File: config.mk
export PLATFORM = sky130hd
export DESIGN_NAME = coap_datagram_validator
export DESIGN_NICKNAME = d
export VERILOG_FILES = /design/src/sv/cdv_pkg.sv /design/src/sv/cdv_parser.sv /design/src/sv/cdv_event_queue.sv /design/src/sv/cdv_emitter.sv /design/src/sv/coap_datagram_validator.sv
export SDC_FILE = /design/constraint.sdc
export NUM_CORES = 1
export LEC_CHECK = 0
export ABC_AREA = 0
export ABC_CLOCK_PERIOD_IN_PS = 6690
export BUFFER_PORTS_ARGS = -buffer_cell sky130_fd_sc_hd__buf_2
export CAP_MARGIN = 20
export CORE_ASPECT_RATIO = 1.25
export CORE_UTILIZATION = 30
export DETAILED_ROUTE_END_ITERATION = 8
export GPL_TIMING_DRIVEN = 0
export RECOVER_POWER = 100
export SYNTH_ARGS = -nofsm -noshare
export SYNTH_HDL_FRONTEND = slang
export SYNTH_SLANG_ARGS = --single-unit
export TNS_END_PERCENT = 5
File: constraint.sdc
create_clock -name clock -period 6.69 [get_ports clock]
set_clock_uncertainty 0.05 [all_clocks]
set_input_delay 1.0035 -clock clock [delete_from_list [all_inputs] [get_ports clock]]
set_output_delay 1.0035 -clock clock [all_outputs]
set_load 0.05 [all_outputs]
File: src/sv/cdv_pkg.sv
// shared types and constants for the coap datagram validator
`default_nettype none

package cdv_pkg;

   localparam int MAX_TOKEN   = 8;
   localparam int LEN_BITS    = 16;
   localparam int QUEUE_DEPTH = 4;
   localparam int QUEUE_AW    = $clog2(QUEUE_DEPTH);

   localparam logic [LEN_BITS-1:0] MAX_COUNT = '1;

   localparam logic [7:0]  PAYLOAD_MARKER = 8'hFF;
   localparam logic [3:0]  NIBBLE_EXT1    = 4'd13;
   localparam logic [3:0]  NIBBLE_EXT2    = 4'd14;
   localparam logic [3:0]  NIBBLE_BAD     = 4'd15;
   localparam logic [16:0] EXT1_BASE      = 17'd13;
   localparam logic [16:0] EXT2_BASE      = 17'd269;
   localparam logic [1:0]  COAP_VERSION   = 2'd1;
   localparam logic [15:0] MIN_LENGTH     = 16'd4;

   localparam logic [1:0] STATUS_OK      = 2'd0;
   localparam logic [1:0] STATUS_FORMAT  = 2'd1;
   localparam logic [1:0] STATUS_VERSION = 2'd2;

   localparam logic KIND_OPTION  = 1'b0;
   localparam logic KIND_VERDICT = 1'b1;

   // one queue entry: an option record, a verdict or both from the same byte
   typedef struct packed {
      logic        rec_valid;
      logic        ver_valid;
      logic [1:0]  msg_type;
      logic [7:0]  code;
      logic [15:0] msg_ident;
      logic [3:0]  token_len;
      logic [31:0] opt_num;
      logic [16:0] opt_len;
      logic [1:0]  status;
      logic [15:0] pay_offset;
      logic [15:0] pay_len;
   } evt_type;

   typedef struct packed {
      logic not_empty;
      logic full;
   } qstat_type;

endpackage

`default_nettype wire

File: src/sv/cdv_parser.sv
// front end: byte parser that pushes a queue entry for each option record and each verdict
`default_nettype none

module cdv_parser (
   input  logic            clock,
   input  logic            reset,
   input  logic            accept,
   input  logic [7:0]      data_byte,
   input  logic            last_byte,
   output logic            push,
   output cdv_pkg::evt_type evt
);
   import cdv_pkg::*;

   typedef enum logic [3:0] {
      PH_H0, PH_H1, PH_H2, PH_H3, PH_TOKEN, PH_OPT, PH_DX1, PH_DX2A, PH_DX2B,
      PH_LX1, PH_LX2A, PH_LX2B, PH_VALUE, PH_PAYLOAD, PH_SKIP
   } phase_type;

   phase_type           phase_ff, phase_in;
   logic [LEN_BITS-1:0] count_ff, count_in;
   logic [1:0]          ver_ff, ver_in;
   logic [1:0]          type_ff, type_in;
   logic [7:0]          code_ff, code_in;
   logic [15:0]         msgid_ff, msgid_in;
   logic [3:0]          tkl_ff, tkl_in;
   logic [31:0]         optnum_ff, optnum_in;
   logic [3:0]          lnib_ff, lnib_in;
   logic [7:0]          ext_ff, ext_in;
   logic [16:0]         rem_ff, rem_in;
   logic [1:0]          err_ff, err_in;
   logic [15:0]         pstart_ff, pstart_in;

   always_comb begin
      logic        do_add;
      logic        do_lstage;
      logic        do_finish;
      logic        rec;
      logic [16:0] add_val;
      logic [16:0] fin_len;
      logic [32:0] sum;
      logic [16:0] rem_dec;
      logic [1:0]  status;
      logic [15:0] off;
      logic [15:0] size;

      do_add    = 1'b0;
      do_lstage = 1'b0;
      do_finish = 1'b0;
      rec       = 1'b0;
      add_val   = '0;
      fin_len   = '0;
      sum       = '0;
      rem_dec   = '0;
      status    = STATUS_FORMAT;
      off       = '0;
      size      = '0;

      phase_in  = phase_ff;
      count_in  = count_ff;
      ver_in    = ver_ff;
      type_in   = type_ff;
      code_in   = code_ff;
      msgid_in  = msgid_ff;
      tkl_in    = tkl_ff;
      optnum_in = optnum_ff;
      lnib_in   = lnib_ff;
      ext_in    = ext_ff;
      rem_in    = rem_ff;
      err_in    = err_ff;
      pstart_in = pstart_ff;

      if (count_ff == MAX_COUNT) begin
         // over length: first error wins, count saturates
         if (err_ff == STATUS_OK) err_in = STATUS_FORMAT;
         phase_in = PH_SKIP;
      end else begin
         count_in = count_ff + 1'b1;
         unique case (phase_ff)
            PH_H0: begin
               ver_in   = data_byte[7:6];
               type_in  = data_byte[5:4];
               tkl_in   = data_byte[3:0];
               phase_in = PH_H1;
            end
            PH_H1: begin
               code_in  = data_byte;
               phase_in = PH_H2;
            end
            PH_H2: begin
               msgid_in = {data_byte, 8'h00};
               phase_in = PH_H3;
            end
            PH_H3: begin
               msgid_in = {msgid_ff[15:8], data_byte};
               if (ver_ff != COAP_VERSION) begin
                  if (err_ff == STATUS_OK) err_in = STATUS_VERSION;
                  phase_in = PH_SKIP;
               end else if (32'(tkl_ff) > 32'(MAX_TOKEN)) begin
                  if (err_ff == STATUS_OK) err_in = STATUS_FORMAT;
                  phase_in = PH_SKIP;
               end else if (tkl_ff == 4'd0) begin
                  phase_in = PH_OPT;
               end else begin
                  rem_in   = {13'd0, tkl_ff};
                  phase_in = PH_TOKEN;
               end
            end
            PH_TOKEN, PH_VALUE: begin
               rem_dec = (rem_ff != 17'd0) ? rem_ff - 1'b1 : rem_ff;
               rem_in  = rem_dec;
               if (rem_dec == 17'd0) phase_in = PH_OPT;
            end
            PH_OPT: begin
               if (data_byte == PAYLOAD_MARKER) begin
                  if (last_byte) begin
                     if (err_ff == STATUS_OK) err_in = STATUS_FORMAT;
                     phase_in = PH_SKIP;
                  end else begin
                     pstart_in = count_in;
                     phase_in  = PH_PAYLOAD;
                  end
               end else if (data_byte[7:4] == NIBBLE_BAD ||
                            data_byte[3:0] == NIBBLE_BAD) begin
                  if (err_ff == STATUS_OK) err_in = STATUS_FORMAT;
                  phase_in = PH_SKIP;
               end else begin
                  lnib_in = data_byte[3:0];
                  if (data_byte[7:4] == NIBBLE_EXT1) begin
                     phase_in = PH_DX1;
                  end else if (data_byte[7:4] == NIBBLE_EXT2) begin
                     phase_in = PH_DX2A;
                  end else begin
                     do_add    = 1'b1;
                     add_val   = {13'd0, data_byte[7:4]};
                     do_lstage = 1'b1;
                  end
               end
            end
            PH_DX1: begin
               do_add    = 1'b1;
               add_val   = EXT1_BASE + {9'd0, data_byte};
               do_lstage = 1'b1;
            end
            PH_DX2A: begin
               ext_in   = data_byte;
               phase_in = PH_DX2B;
            end
            PH_DX2B: begin
               do_add    = 1'b1;
               add_val   = EXT2_BASE + {1'b0, ext_ff, data_byte};
               do_lstage = 1'b1;
            end
            PH_LX1: begin
               do_finish = 1'b1;
               fin_len   = EXT1_BASE + {9'd0, data_byte};
            end
            PH_LX2A: begin
               ext_in   = data_byte;
               phase_in = PH_LX2B;
            end
            PH_LX2B: begin
               do_finish = 1'b1;
               fin_len   = EXT2_BASE + {1'b0, ext_ff, data_byte};
            end
            PH_PAYLOAD, PH_SKIP: begin
            end
            default: begin
            end
         endcase
      end

      // option number saturates at all ones
      if (do_add) begin
         sum       = {1'b0, optnum_ff} + {16'd0, add_val};
         optnum_in = sum[32] ? '1 : sum[31:0];
      end

      if (do_lstage) begin
         if (lnib_in == NIBBLE_EXT1) begin
            phase_in = PH_LX1;
         end else if (lnib_in == NIBBLE_EXT2) begin
            phase_in = PH_LX2A;
         end else begin
            do_finish = 1'b1;
            fin_len   = {13'd0, lnib_in};
         end
      end

      if (do_finish) begin
         rec = 1'b1;
         if (fin_len == 17'd0) begin
            phase_in = PH_OPT;
         end else begin
            rem_in   = fin_len;
            phase_in = PH_VALUE;
         end
      end

      if (count_in < MIN_LENGTH) begin
         status = STATUS_FORMAT;
      end else if (err_in != STATUS_OK) begin
         status = err_in;
      end else if (phase_in == PH_OPT) begin
         status = STATUS_OK;
         off    = count_in;
      end else if (phase_in == PH_PAYLOAD) begin
         status = STATUS_OK;
         off    = pstart_in;
         size   = count_in - pstart_in;
      end

      evt.rec_valid  = rec;
      evt.ver_valid  = last_byte;
      evt.msg_type   = type_in;
      evt.code       = code_in;
      evt.msg_ident  = msgid_in;
      evt.token_len  = tkl_in;
      evt.opt_num    = optnum_in;
      evt.opt_len    = fin_len;
      evt.status     = status;
      evt.pay_offset = off;
      evt.pay_len    = size;
      push           = accept && (rec || last_byte);

      // verdict closes the datagram, back to the first header byte
      if (last_byte) begin
         phase_in  = PH_H0;
         count_in  = '0;
         ver_in    = '0;
         type_in   = '0;
         code_in   = '0;
         msgid_in  = '0;
         tkl_in    = '0;
         optnum_in = '0;
         lnib_in   = '0;
         ext_in    = '0;
         rem_in    = '0;
         err_in    = STATUS_OK;
         pstart_in = '0;
      end
   end

   always_ff @(posedge clock) begin
      if (reset) begin
         phase_ff  <= PH_H0;
         count_ff  <= '0;
         ver_ff    <= '0;
         type_ff   <= '0;
         code_ff   <= '0;
         msgid_ff  <= '0;
         tkl_ff    <= '0;
         optnum_ff <= '0;
         lnib_ff   <= '0;
         ext_ff    <= '0;
         rem_ff    <= '0;
         err_ff    <= STATUS_OK;
         pstart_ff <= '0;
      end else if (accept) begin
         phase_ff  <= phase_in;
         count_ff  <= count_in;
         ver_ff    <= ver_in;
         type_ff   <= type_in;
         code_ff   <= code_in;
         msgid_ff  <= msgid_in;
         tkl_ff    <= tkl_in;
         optnum_ff <= optnum_in;
         lnib_ff   <= lnib_in;
         ext_ff    <= ext_in;
         rem_ff    <= rem_in;
         err_ff    <= err_in;
         pstart_ff <= pstart_in;
      end
   end

endmodule

`default_nettype wire

File: src/sv/cdv_event_queue.sv
// short queue of parsed entries between the parser and the emitter
`default_nettype none

module cdv_event_queue (
   input  logic              clock,
   input  logic              reset,
   input  logic              push,
   input  cdv_pkg::evt_type  push_evt,
   input  logic              deq,
   output cdv_pkg::evt_type  head,
   output cdv_pkg::qstat_type stat
);
   import cdv_pkg::*;

   evt_type             mem_ff [QUEUE_DEPTH];
   logic [QUEUE_AW-1:0] wr_ff, wr_in;
   logic [QUEUE_AW-1:0] rd_ff, rd_in;
   logic [QUEUE_AW:0]   cnt_ff, cnt_in;
   logic                do_push;
   logic                do_deq;

   assign stat.not_empty = (cnt_ff != '0);
   assign stat.full      = (cnt_ff == (QUEUE_AW+1)'(QUEUE_DEPTH));
   assign do_push        = push && !stat.full;
   assign do_deq         = deq && stat.not_empty;
   assign head           = mem_ff[rd_ff];

   always_comb begin
      wr_in  = do_push ? wr_ff + 1'b1 : wr_ff;
      rd_in  = do_deq ? rd_ff + 1'b1 : rd_ff;
      cnt_in = cnt_ff;
      if (do_push && !do_deq) cnt_in = cnt_ff + 1'b1;
      if (!do_push && do_deq) cnt_in = cnt_ff - 1'b1;
   end

   always_ff @(posedge clock) begin
      if (do_push) mem_ff[wr_ff] <= push_evt;
   end

   always_ff @(posedge clock) begin
      if (reset) begin
         wr_ff  <= '0;
         rd_ff  <= '0;
         cnt_ff <= '0;
      end else begin
         wr_ff  <= wr_in;
         rd_ff  <= rd_in;
         cnt_ff <= cnt_in;
      end
   end

endmodule

`default_nettype wire

File: src/sv/cdv_emitter.sv
// back end: splits each queue entry into option record and verdict results
`default_nettype none

module cdv_emitter (
   input  logic               clock,
   input  logic               reset,
   input  cdv_pkg::evt_type   head,
   input  cdv_pkg::qstat_type stat,
   input  logic               pop,
   output logic               deq,
   output logic               empty,
   output logic               kind,
   output logic [1:0]         status,
   output logic [1:0]         msg_type,
   output logic [7:0]         code,
   output logic [15:0]        msg_ident,
   output logic [3:0]         token_len,
   output logic [31:0]        opt_num,
   output logic [16:0]        opt_len,
   output logic [15:0]        pay_offset,
   output logic [15:0]        pay_len,
   output logic               last_result
);
   import cdv_pkg::*;

   // set once the record half of a two-result entry has gone out
   logic rec_sent_ff, rec_sent_in;
   logic show_rec;
   logic take;

   assign empty    = !stat.not_empty;
   assign take     = pop && stat.not_empty;
   assign show_rec = head.rec_valid && !rec_sent_ff;

   assign kind        = show_rec ? KIND_OPTION : KIND_VERDICT;
   assign status      = show_rec ? STATUS_OK : head.status;
   assign msg_type    = head.msg_type;
   assign code        = head.code;
   assign msg_ident   = head.msg_ident;
   assign token_len   = head.token_len;
   assign opt_num     = show_rec ? head.opt_num : '0;
   assign opt_len     = show_rec ? head.opt_len : '0;
   assign pay_offset  = show_rec ? '0 : head.pay_offset;
   assign pay_len     = show_rec ? '0 : head.pay_len;
   assign last_result = !show_rec;

   always_comb begin
      rec_sent_in = rec_sent_ff;
      deq         = 1'b0;
      if (take) begin
         if (show_rec && head.ver_valid) begin
            rec_sent_in = 1'b1;
         end else begin
            rec_sent_in = 1'b0;
            deq         = 1'b1;
         end
      end
   end

   always_ff @(posedge clock) begin
      if (reset) begin
         rec_sent_ff <= 1'b0;
      end else begin
         rec_sent_ff <= rec_sent_in;
      end
   end

endmodule

`default_nettype wire

File: src/sv/coap_datagram_validator.sv
// top level of the streaming coap datagram validator
//
//   channel   ports                           direction  handshake
//   request   req_data_byte, req_last_byte    in         req_push / req_full
//   response  rsp_kind .. rsp_last_result     out        rsp_empty / rsp_pop
//
// one byte is taken per cycle while req_full is low; the parser updates its state in that cycle
// and writes at most one entry into a four-deep queue.
// a byte that ends an option header on the final byte yields two results,
// so the emitter spends two pops on that entry.
// req_full rises only when the queue holds four entries; a stalled pop
// side therefore stops requests after four pending entries.
// reset is synchronous and clears the parser state and the queue.
`default_nettype none

module coap_datagram_validator (
   input  logic        clock,
   input  logic        reset,
   input  logic        req_push,
   output logic        req_full,
   input  logic [7:0]  req_data_byte,
   input  logic        req_last_byte,
   output logic        rsp_empty,
   input  logic        rsp_pop,
   output logic        rsp_kind,
   output logic [1:0]  rsp_status,
   output logic [1:0]  rsp_msg_type,
   output logic [7:0]  rsp_code,
   output logic [15:0] rsp_msg_ident,
   output logic [3:0]  rsp_token_len,
   output logic [31:0] rsp_opt_num,
   output logic [16:0] rsp_opt_len,
   output logic [15:0] rsp_pay_offset,
   output logic [15:0] rsp_pay_len,
   output logic        rsp_last_result
);
   import cdv_pkg::*;

   evt_type   push_evt;
   evt_type   head;
   qstat_type stat;
   logic      push;
   logic      deq;
   logic      accept;

   assign req_full = stat.full;
   assign accept   = req_push && !stat.full;

   cdv_parser u_parser (
      .clock     (clock),
      .reset     (reset),
      .accept    (accept),
      .data_byte (req_data_byte),
      .last_byte (req_last_byte),
      .push      (push),
      .evt       (push_evt)
   );

   cdv_event_queue u_queue (
      .clock    (clock),
      .reset    (reset),
      .push     (push),
      .push_evt (push_evt),
      .deq      (deq),
      .head     (head),
      .stat     (stat)
   );

   cdv_emitter u_emitter (
      .clock       (clock),
      .reset       (reset),
      .head        (head),
      .stat        (stat),
      .pop         (rsp_pop),
      .deq         (deq),
      .empty       (rsp_empty),
      .kind        (rsp_kind),
      .status      (rsp_status),
      .msg_type    (rsp_msg_type),
      .code        (rsp_code),
      .msg_ident   (rsp_msg_ident),
      .token_len   (rsp_token_len),
      .opt_num     (rsp_opt_num),
      .opt_len     (rsp_opt_len),
      .pay_offset  (rsp_pay_offset),
      .pay_len     (rsp_pay_len),
      .last_result (rsp_last_result)
   );

endmodule

`default_nettype wire

# ---- Yosys cells after proc, flatten, opt, wreduce, memory -nomap -nowiden
# Memory sizes are Yosys's and may differ from the RTL's. A register that Yosys moved wholly into a read port is not among the register bits.
# Index checks and enable logic that the tools add are counted.
dict set report totals {
  wordCells 208
  mem_bits_rw 460
  in_bits 13
  n_memories 1
  ff_bits 139
}
# name depth width rd rd_clocked_by_memory_dff write_ports line_no
set mem_list {}
lappend mem_list {u_queue.mem_ff 4 115 1 1 1 cdv_event_queue.sv:15} ;# evt_type mem_ff [QUEUE_DEPTH];
dict set report op_classes {
  mux 119
  reduce_logical 34
  eq_ne 25
  n_lt_le_gt_ge 2
  add_sub_neg 10
}
# operator n
set ops {}
lappend ops {{two-way mux 16 bit} 19}
lappend ops {{two-way mux 17 bit} 17}
lappend ops {{two-way mux 32 bit} 4}
lappend ops {{two-way mux 4 bit} 23}
lappend ops {{one-hot mux 17 bit (2 select lines)} 2}
lappend ops {{one-hot mux 17 bit (3 select lines)} 1}
lappend ops {{equality test 4 bit, second input constant} 12}
lappend ops {{two-way mux 8 bit} 6}
lappend ops {{two-way mux 2 bit} 22}
lappend ops {{logical NOT 17 bit} 2}
lappend ops {{adder 32 x 17 -> 33 bit} 1}
lappend ops {{one-hot mux 16 bit (2 select lines)} 1}
lappend ops {{one-hot mux 4 bit (8 select lines)} 1}
lappend ops {{equality test 4 x 3 -> 1 bit, second input constant} 5}
lappend ops {{two-way mux 1 bit} 19}
lappend ops {{adder 9 x 16 -> 17 bit, first input constant} 1}
lappend ops {{nonzero test 17 bit} 1}
lappend ops {{subtractor 17 x 1 -> 17 bit, second input constant} 1}
lappend ops {{adder 16 x 1 -> 16 bit, second input constant} 1}
lappend ops {{equality test 16 bit, second input constant} 1}
lappend ops {{less-than comparator 16 x 3 -> 1 bit, second input constant} 1}
lappend ops {{subtractor 16 bit} 1}
lappend ops {{adder 4 x 8 -> 9 bit, first input constant} 1}
lappend ops {{logical AND 1 bit} 9}
lappend ops {{21 further kinds} 38}

# ---- Depth between registers and ports, before layout
# Gate-level depths: netlist (run 1).
dict set report logic_depth {
  word_depth 18
  mapped_depth 20
  ltp_nobuf 17
}

# ---- Cells and area by module
# A second synthesis (run 1) with hierarchy kept.
dict set report hier_totals {
  hier_cells 2209
  area_unflattened_um2 28293.4
}
# module area_each_um2 cells_each n_inst seq_area_each_um2
set modules_own_cells {}
lappend modules_own_cells {cdv_event_queue 17040.1 653 1 13993.4}
lappend modules_own_cells {cdv_parser 10277.4 1424 1 2622.5}
lappend modules_own_cells {cdv_emitter 962.2 131 1 20.0}
lappend modules_own_cells {coap_datagram_validator 13.8 1 1 0.0}

# ---- Worst setup path before layout (run 1)
# No wires, ideal clock.
dict set report synth_timing {
  kind {input to register}
  start {in req_data_byte[5]}
  end {mem u_queue.mem_ff[1][0] (netlist name), enable pin}
  setup_ns 0.487
  path_slack_ns 0.761
  cell_stages 8
  path_buffers 1
  t_arrival_ns 5.391
  cell_sequence {buf_2 -> nand4_1 -> nand3_1 -> mux2_2 -> nor2_1 -> nor3_1 -> nor2_1 -> and2_1}
}
dict set report synth_between {
  elab_chain_len 16
  word_cells_on_any_way 26
}
# item line_no
set synth_rtl {}
lappend synth_rtl {{from (decl)} coap_datagram_validator.sv:21} ;# input logic [7:0] req_data_byte,
lappend synth_rtl {{equality test 4 bit} cdv_parser.sv:123} ;# end else if (data_byte[7:4] == NIBBLE_BAD ||
lappend synth_rtl {{logical OR 1 bit} cdv_parser.sv:123}
lappend synth_rtl {{two-way mux 4 bit} cdv_parser.sv:123}
lappend synth_rtl {{two-way mux 4 bit} cdv_parser.sv:115} ;# if (data_byte == PAYLOAD_MARKER) begin
lappend synth_rtl {{two-way mux 4 bit} cdv_parser.sv:79} ;# unique case (phase_ff)
lappend synth_rtl {{two-way mux 4 bit} cdv_parser.sv:73} ;# if (count_ff == MAX_COUNT) begin
lappend synth_rtl {{equality test 4 bit} cdv_parser.sv:182} ;# end else if (lnib_in == NIBBLE_EXT2) begin
lappend synth_rtl {{two-way mux 1 bit} cdv_parser.sv:182}
lappend synth_rtl {{two-way mux 1 bit} cdv_parser.sv:180} ;# if (lnib_in == NIBBLE_EXT1) begin
lappend synth_rtl {{two-way mux 1 bit *} cdv_parser.sv:179} ;# if (do_lstage) begin
lappend synth_rtl {{two-way mux 1 bit *} cdv_parser.sv:190} ;# if (do_finish) begin
lappend synth_rtl {{logical OR 1 bit *} cdv_parser.sv:224} ;# push = accept && (rec || last_byte);
lappend synth_rtl {{logical AND 1 bit *} cdv_parser.sv:224}
lappend synth_rtl {{logical AND 1 bit *} cdv_event_queue.sv:24} ;# assign do_push = push && !stat.full;
lappend synth_rtl {{two-way mux 1 bit *} cdv_event_queue.sv:37} ;# if (do_push) mem_ff[wr_ff] <= push_evt;
lappend synth_rtl {{two-way mux 1 bit (implied by the code) *} cdv_event_queue.sv:37}
lappend synth_rtl {{to (decl)} cdv_event_queue.sv:15}
# Every way passes the cells marked *; elsewhere a longest branch is shown, timed or not.

# ---- Final worst setup path (run 1)
dict set report layout_timing {
  start {in req_data_byte[0]}
  end {mem u_queue.mem_ff[0][38] (netlist name), enable pin}
}
dict set report layout_between {
  elab_chain_len 16
  word_cells_on_any_way 22
}
# item line_no
set layout_rtl {}
lappend layout_rtl {{equality test 4 bit} cdv_parser.sv:124} ;# data_byte[3:0] == NIBBLE_BAD) begin
lappend layout_rtl {{logical OR 1 bit} cdv_parser.sv:123}
lappend layout_rtl {{two-way mux 4 bit} cdv_parser.sv:123}
lappend layout_rtl {{two-way mux 4 bit} cdv_parser.sv:115}
lappend layout_rtl {{two-way mux 4 bit} cdv_parser.sv:79}
lappend layout_rtl {{two-way mux 4 bit} cdv_parser.sv:73}
lappend layout_rtl {{equality test 4 bit} cdv_parser.sv:182}
lappend layout_rtl {{two-way mux 1 bit} cdv_parser.sv:182}
lappend layout_rtl {{two-way mux 1 bit} cdv_parser.sv:180}
lappend layout_rtl {{two-way mux 1 bit *} cdv_parser.sv:179}
lappend layout_rtl {{two-way mux 1 bit *} cdv_parser.sv:190}
lappend layout_rtl {{logical OR 1 bit *} cdv_parser.sv:224}
lappend layout_rtl {{logical AND 1 bit *} cdv_parser.sv:224}
lappend layout_rtl {{logical AND 1 bit *} cdv_event_queue.sv:24}
lappend layout_rtl {{two-way mux 1 bit *} cdv_event_queue.sv:37}
lappend layout_rtl {{two-way mux 1 bit (implied by the code) *} cdv_event_queue.sv:37}
# Marks and branches as above.

==> results of run 1 <==
-- timing repair --
action	4_1_cts	5_1_grt
hold buffers	0	0
endpoints found under the setup margin	0	4
endpoints found under the hold margin	0	0
gates resized for setup	0	1
-- per-stage QoR --
step | setup slack [ps] | utilization (%)
after floorplan | 761.3 | -
after global placement | -2261 | 32.54
after detailed placement | 136.5 | 32.85
after CTS | 178.2 | 34.75
after global routing | 12.46 | 34.44
final | 452.6 | 34.44
-- worst min-delay path by stage --
stage                                   to                   start  cells after the start
global route            u_parser.ver_ff[1]      u_parser.ver_ff[1]                      2
global placement     u_emitter.rec_sent_ff   u_emitter.rec_sent_ff                      2
floorplan            u_emitter.rec_sent_ff   u_emitter.rec_sent_ff                      2
finish               u_emitter.rec_sent_ff   u_emitter.rec_sent_ff                      2
detailed placement   u_parser.pstart_ff[6]   u_parser.pstart_ff[6]                      2
CTS                 u_parser.optnum_ff[13]  u_parser.optnum_ff[13]                      2
-- cells by family (layout without fill, tap and decap cells) --
family | after synthesis | after routing | share of synthesized area [%]
multiplexers | 159 | 159 | 10.87
other | 0 | 3 | 0
AO/OA/AOI/OAI | 446 | 446 | 11.07
XOR/XNOR | 69 | 69 | 2.151
adder cells (fa/ha/maj) | 44 | 44 | 2.040
flip-flops | 601 | 601 | 59.21
buffers and inverters | 175 | 414 | 2.538
AND/OR/NAND/NOR | 686 | 686 | 12.12
-- critical path: cells and delay by family --
kind | cells | cell delay (ps)
adders and majority gates | 1 | 370
buffers and inverters | 3 | 1830
muxes | 1 | 420
and+or+nand+nor | 6 | 2790
-- placed cells by master, fill, tap and decap left out, drive strengths merged, types with 29 or more instances in the layout --
cell and instances:
edfxtp 460, clkbuf 282, nor2 228, dfxtp 141, nand2 126, mux4 114, a21oi 109, and2 100
o21ai 75, a22oi 72, buf 61, nor3 56, ha 41, nand3 40, inv 38, xnor2 37
xor2 32, mux2 29
-- state kept, by name (all words and copies together) (netlist names), named ones only --
register	flops
u_parser.msgid_ff	16
u_parser.rem_ff	17
u_parser.phase_ff	4
u_emitter.rec_sent_ff	1
u_parser.err_ff	2
u_parser.optnum_ff	32
u_parser.ext_ff	8
u_parser.pstart_ff	16
u_queue.cnt_ff	3
u_queue.mem_ff	460
u_parser.ver_ff	2
u_parser.code_ff	8
u_queue.rd_ff	2
u_queue.wr_ff	2
u_parser.lnib_ff	4
u_parser.type_ff	2
u_parser.count_ff	16
u_parser.tkl_ff	4
-- per-layer routing --
metal | GRT usage [%] | up-vias | routed length (µm)
met5 | 0 | - | 80
met4 | 5.758 | 12 | 2614
met3 | 2.367 | 135 | 3707
met2 | 26.98 | 503 | 37700
met1 | 19.45 | 9350 | 31180
li1 | - | 8755 | -
-- layout make-up --
cell class / instances / area (µm²) / share of cell area [%]
Antenna cell: 3 / 7.507 / 0.02346
Sequential cell: 601 / 16640 / 51.99
Clock inverter: 35 / 361.6 / 1.130
Tap cell: 1206 / 1509 / 4.716
Inverter: 36 / 135.1 / 0.4223
Multi-Input combinational cell: 1404 / 10710 / 33.46
Buffer: 139 / 551.8 / 1.724
Clock buffer: 66 / 1396 / 4.364
Timing Repair Buffer: 138 / 694.4 / 2.170
-- power breakdown --
part | switching [mW] | total, mW | internal, mW | leakage [nW]
Sequential | 0.0340 | 4.13 | 4.10 | 5.45
Combinational | 1.78 | 2.45 | 0.673 | 4.16
Clock | 1.40 | 3.13 | 1.73 | 0.848
Total | 3.21 | 9.71 | 6.50 | 10.5
==> results_dict.tcl, run 1 <==
set metrics [dict create \
    status "complete, but fails checks" \
    violations "capacitance limit, slew limit" \
    syn_nets 2237 \
    path_class "in -> reg" \
    cts_tree "built" \
    start_util_pct 30.24 \
    synth_cells 2180 \
    slew_headroom_pct -121.8 \
    start_kind "primary input" \
    gp_congestion 0.9246 \
    grt_pass1_wl_mm 111.9 \
    cts_max_level 2 \
    fin_crit_ps 6237 \
    yosysTopAreaCell "edfxtp_1" \
    ys_seq_elements 601 \
    die_x_um 275.7 \
    synthTopCellsByCount "edfxtp_1 (460), nor2_1 (228), dfxtp_1 (141)" \
    via_per_inst 5.170 \
    drive_above_1_share_pct 11.58 \
    p_leak_nw 10.46 \
    finalNetCount 2431 \
    fillers 9239 \
    crit_fanout 32 \
    boundaryPins 130 \
    cts_setup_buffers 0 \
    fin_crit_sh_pct 93.23 \
    grt_pass1_vias 18150 \
    drt-initial-drc-count 1480 \
    dr_total_vias 18760 \
    tns_ps 0 \
    syn2layout_area_growth_pct 13.88 \
    final_area_um2 32000 \
    dpl_cell_area_um2 30520 \
    cpPeakStageDelay_ps 1370 \
    clock_path_buffers 3 \
    cts_buffers 54 \
    clk_latency_ps 630 \
    routed_wl_mm 75.28 \
    p_total_mw 9.712 \
    synth_ff_type "edfxtp_1" \
    grt_start_max_net_pins 55 \
    crit_chain "clkbuf_1, ha_1, nand3_1, nand3_1, mux2_1, nor2_1, nor3_1, nor2_1, and2_0, clkbuf_2, buf_4" \
    ys.warnings.count 0 \
    synth-async-reset-ratio_pct 0 \
    dpl.hpwl_mm 54.13 \
    hp-class "reg -> reg" \
    seq_area_frac_synth_pct 59.21 \
    core_um2 92900 \
    ir_worst_vdd_v 0.0001555 \
    critPathArrivalTime_ps 6450 \
    placedCellCount 3523 \
    remaining_drc_errors 0 \
    crit_path_start "req_data_byte[0]" \
    wl_per_cell_um 20.75 \
    setup_viol 0 \
    rows 125 \
    cts.sinks 601 \
    antenna_left 0 \
    rr_worst_depth 20 \
    syn_area_per_cell_um2 12.89 \
    first_pass_iters 5 \
    reg2reg_setup_slack_ps 470 \
    endpoint "u_queue.mem_ff[0][38]" \
    slew_violations 110 \
    end_kind "flop" \
    synth_area_um2 28100 \
    stdcell_count 3628 \
    cap_violations 4 \
    cts_root_buffer "clkbuf_16" \
    fmax_mhz 160.3 \
    power_density_nw_per_um2 303.5 \
    cp_slowest_cell "and2_0" \
    port-buffer-count 125 \
    synth_edf_count 460 \
    die_y_um 344.2 \
    yosysMostFrequentCell "edfxtp_1" \
    gr-usage-all-layers_pct 15.55 \
    overflow 0 \
    synth_area_leaders "edfxtp_1 (49%), dfxtp_1 (10%), mux4_2 (9.1%)" \
    dieArea_um2 94890 \
    rr_endpoint "u_queue.mem_ff[1][14]" \
    cp.required_ps 6900 \
    clk_pin_slew_ps 70 \
    rr_startpoint "u_parser.count_ff[0]" \
    rsz0062_at_grt "no" \
    synth_top_area_share_pct 49.16 \
    grt_antenna_before_repair 9 \
    hold_viol 0 \
    hold_ws_ps 433.0 \
    tightest_slew_ps 3327 \
    synth_cell_types 84 \
]
Note: power is estimated with default switching activity, not from simulation.
==> run 2: changes to the inputs <==
- CELL_PAD_IN_SITES_DETAIL_PLACEMENT: unset -> 1
- CELL_PAD_IN_SITES_GLOBAL_PLACEMENT: unset -> 1
- PLACE_DENSITY_LB_ADDON: unset -> 0.1
==> results_dict.tcl, run 2 (synthesis results as in run 1) <==
set metrics [dict create \
    overflow 0 \
    violations "capacitance limit, slew limit" \
    gp_congestion 0.8434 \
    dieArea_um2 94890 \
    hold_viol 0 \
    syn2layout_area_growth_pct 15.68 \
    core_um2 92900 \
    hp-class "reg -> reg" \
    internal_power_mw 6.964 \
    tightest_slew_ps 2422 \
    p_leak_nw 10.74 \
    largest-register "u_queue.mem_ff" \
    dpl.hpwl_mm 62.79 \
    cp.required_ps 6930 \
    fin_crit_sh_pct 92.81 \
    p_sw_mw 3.385 \
    die_y_um 344.2 \
    crit_fanout 41 \
    crit_chain "clkbuf_1, ha_1, nand3_1, nand3_1, mux2_1, nor2_1, nor3_1, nor2_1, and2_1, buf_16, buf_16" \
    status "complete, but fails checks" \
    largest_reg_flops 460 \
    die_x_um 275.7 \
    ir_worst_vdd_v 0.0002071 \
    slew_violations 135 \
    dr_total_vias 19060 \
    dpl_cell_area_um2 30500 \
    p_total_mw 10.35 \
    port-buffer-count 125 \
    via_per_inst 5.230 \
    p_seq_share_pct 39.9 \
    finalNetCount 2442 \
    clock_path_buffers 3 \
    gr-usage-all-layers_pct 18.60 \
    clk_pin_slew_ps 60 \
    grt_pass1_wl_mm 131.6 \
    fin_crit_ps 6209 \
    wl_per_cell_um 23.94 \
    boundaryPins 130 \
    cts_tree "built" \
    cap_violations 6 \
    cts.sinks 601 \
    p_clk_share_pct 36.3 \
    insertedDiodeCount 0 \
    drt-initial-drc-count 893 \
    cts_hold_buf 0 \
    cts_buffers 68 \
    slew_headroom_pct -61.49 \
    cp_slowest_cell "and2_1" \
    mostFrequentLayoutCells "edfxtp_1 (460), nor2_1 (228), clkbuf_1 (204)" \
    reg.largest.list "u_queue.mem_ff (460), u_parser.optnum_ff (32), u_parser.rem_ff (17)" \
    start_kind "primary input" \
    cpPeakStageDelay_ps 1810 \
    cts_max_level 3 \
    end_kind "flop" \
    first_pass_iters 5 \
    setup_viol 0 \
    grt_start_max_net_pins 50 \
    critPathArrivalTime_ps 6450 \
    crit_family "simple AND/OR/NAND/NOR gates" \
    grt_antenna_before_repair 1 \
    power_density_nw_per_um2 318.4 \
    combPwrFrac_pct 23.7 \
    clk_latency_ps 630 \
    antenna_left 0 \
    remaining_drc_errors 0 \
    final_common_cell "edfxtp_1" \
    start_util_pct 30.24 \
    path_class "in -> reg" \
    drive_above_1_share_pct 13.08 \
    routed_wl_mm 87.26 \
    grt_pass1_vias 20320 \
    fmax_mhz 161.1 \
    cp_num_buf_inv 3 \
    rows 125 \
    rsz0062_at_grt "no" \
    p_sw_share_pct 32.71 \
    cts_root_buffer "clkbuf_16" \
    final_area_um2 32500 \
]
run 2: path summary, 6_finish.rpt:
| check | startpoint | end | slack, ps | cells past startpoint |
|---|---|---|---|---|
| worst max register to register | u_parser.count_ff[0] | u_parser.optnum_ff[2] | 620 | 17 |
| worst min register to register | u_emitter.rec_sent_ff | u_emitter.rec_sent_ff | 410 | 2 |
| worst max-delay path | req_data_byte[0] | u_queue.mem_ff[1][1] | 480 | 11 |
| worst min-delay path | u_emitter.rec_sent_ff | u_emitter.rec_sent_ff | 410 | 2 |
run 2: per-layer routing:
layer,vias up,GRT usage [%],share of wire [%]
li1,8801,-,-
met1,9855,23.64,44
met2,295,33.19,51
met3,111,2.381,3.0
met4,0,4.682,1.9
met5,-,0,0
run 2: cell type report:
type	instances	area [µm²]
Buffer	138	551.8
Clock buffer	82	1817
Clock inverter	42	405.4
Fill cell	9974	60400
Inverter	36	135.1
Multi-Input combinational cell	1404	10680
Sequential cell	601	16640
Tap cell	1206	1509
Timing Repair Buffer	136	765.7
run 2: stage by stage:
stage,utilization [%],hold slack (ps),instances,worst slack [ps],TNS (ps)
6_report,34.99,409.6,3645,481.1,0
5_1_grt,34.99,438.4,3645,126.5,0
4_1_cts,35.23,441.6,3646,59.10,0
3_5_place_dp,32.83,427.3,3522,-60.10,-240.3
3_3_place_gp,32.54,402.3,3511,-3123,-1402130
2_1_floorplan,-,383.6,2180,761.3,0
run 2: worst min-delay path, stage by stage, from the launching register on:
cell and delay [ps]:
dfxtp_1 310, inv_1 50, a211oi_1 50
run 2: power by group through the flow:
stage               clock (mW)  sequential (mW)  combinational (mW)
floorplan                    0             4.21                1.94
global placement             0             4.23                2.64
detailed placement           0             4.21                2.59
CTS                       3.89             4.13                2.60
global route              4.00             4.14                2.64
finish                    3.76             4.13                2.46
run 2: repair_timing:
action,in CTS,in global routing
setup endpoints to repair,4,53
gates resized for setup,1,5
setup buffers,0,0
pin swaps,0,0
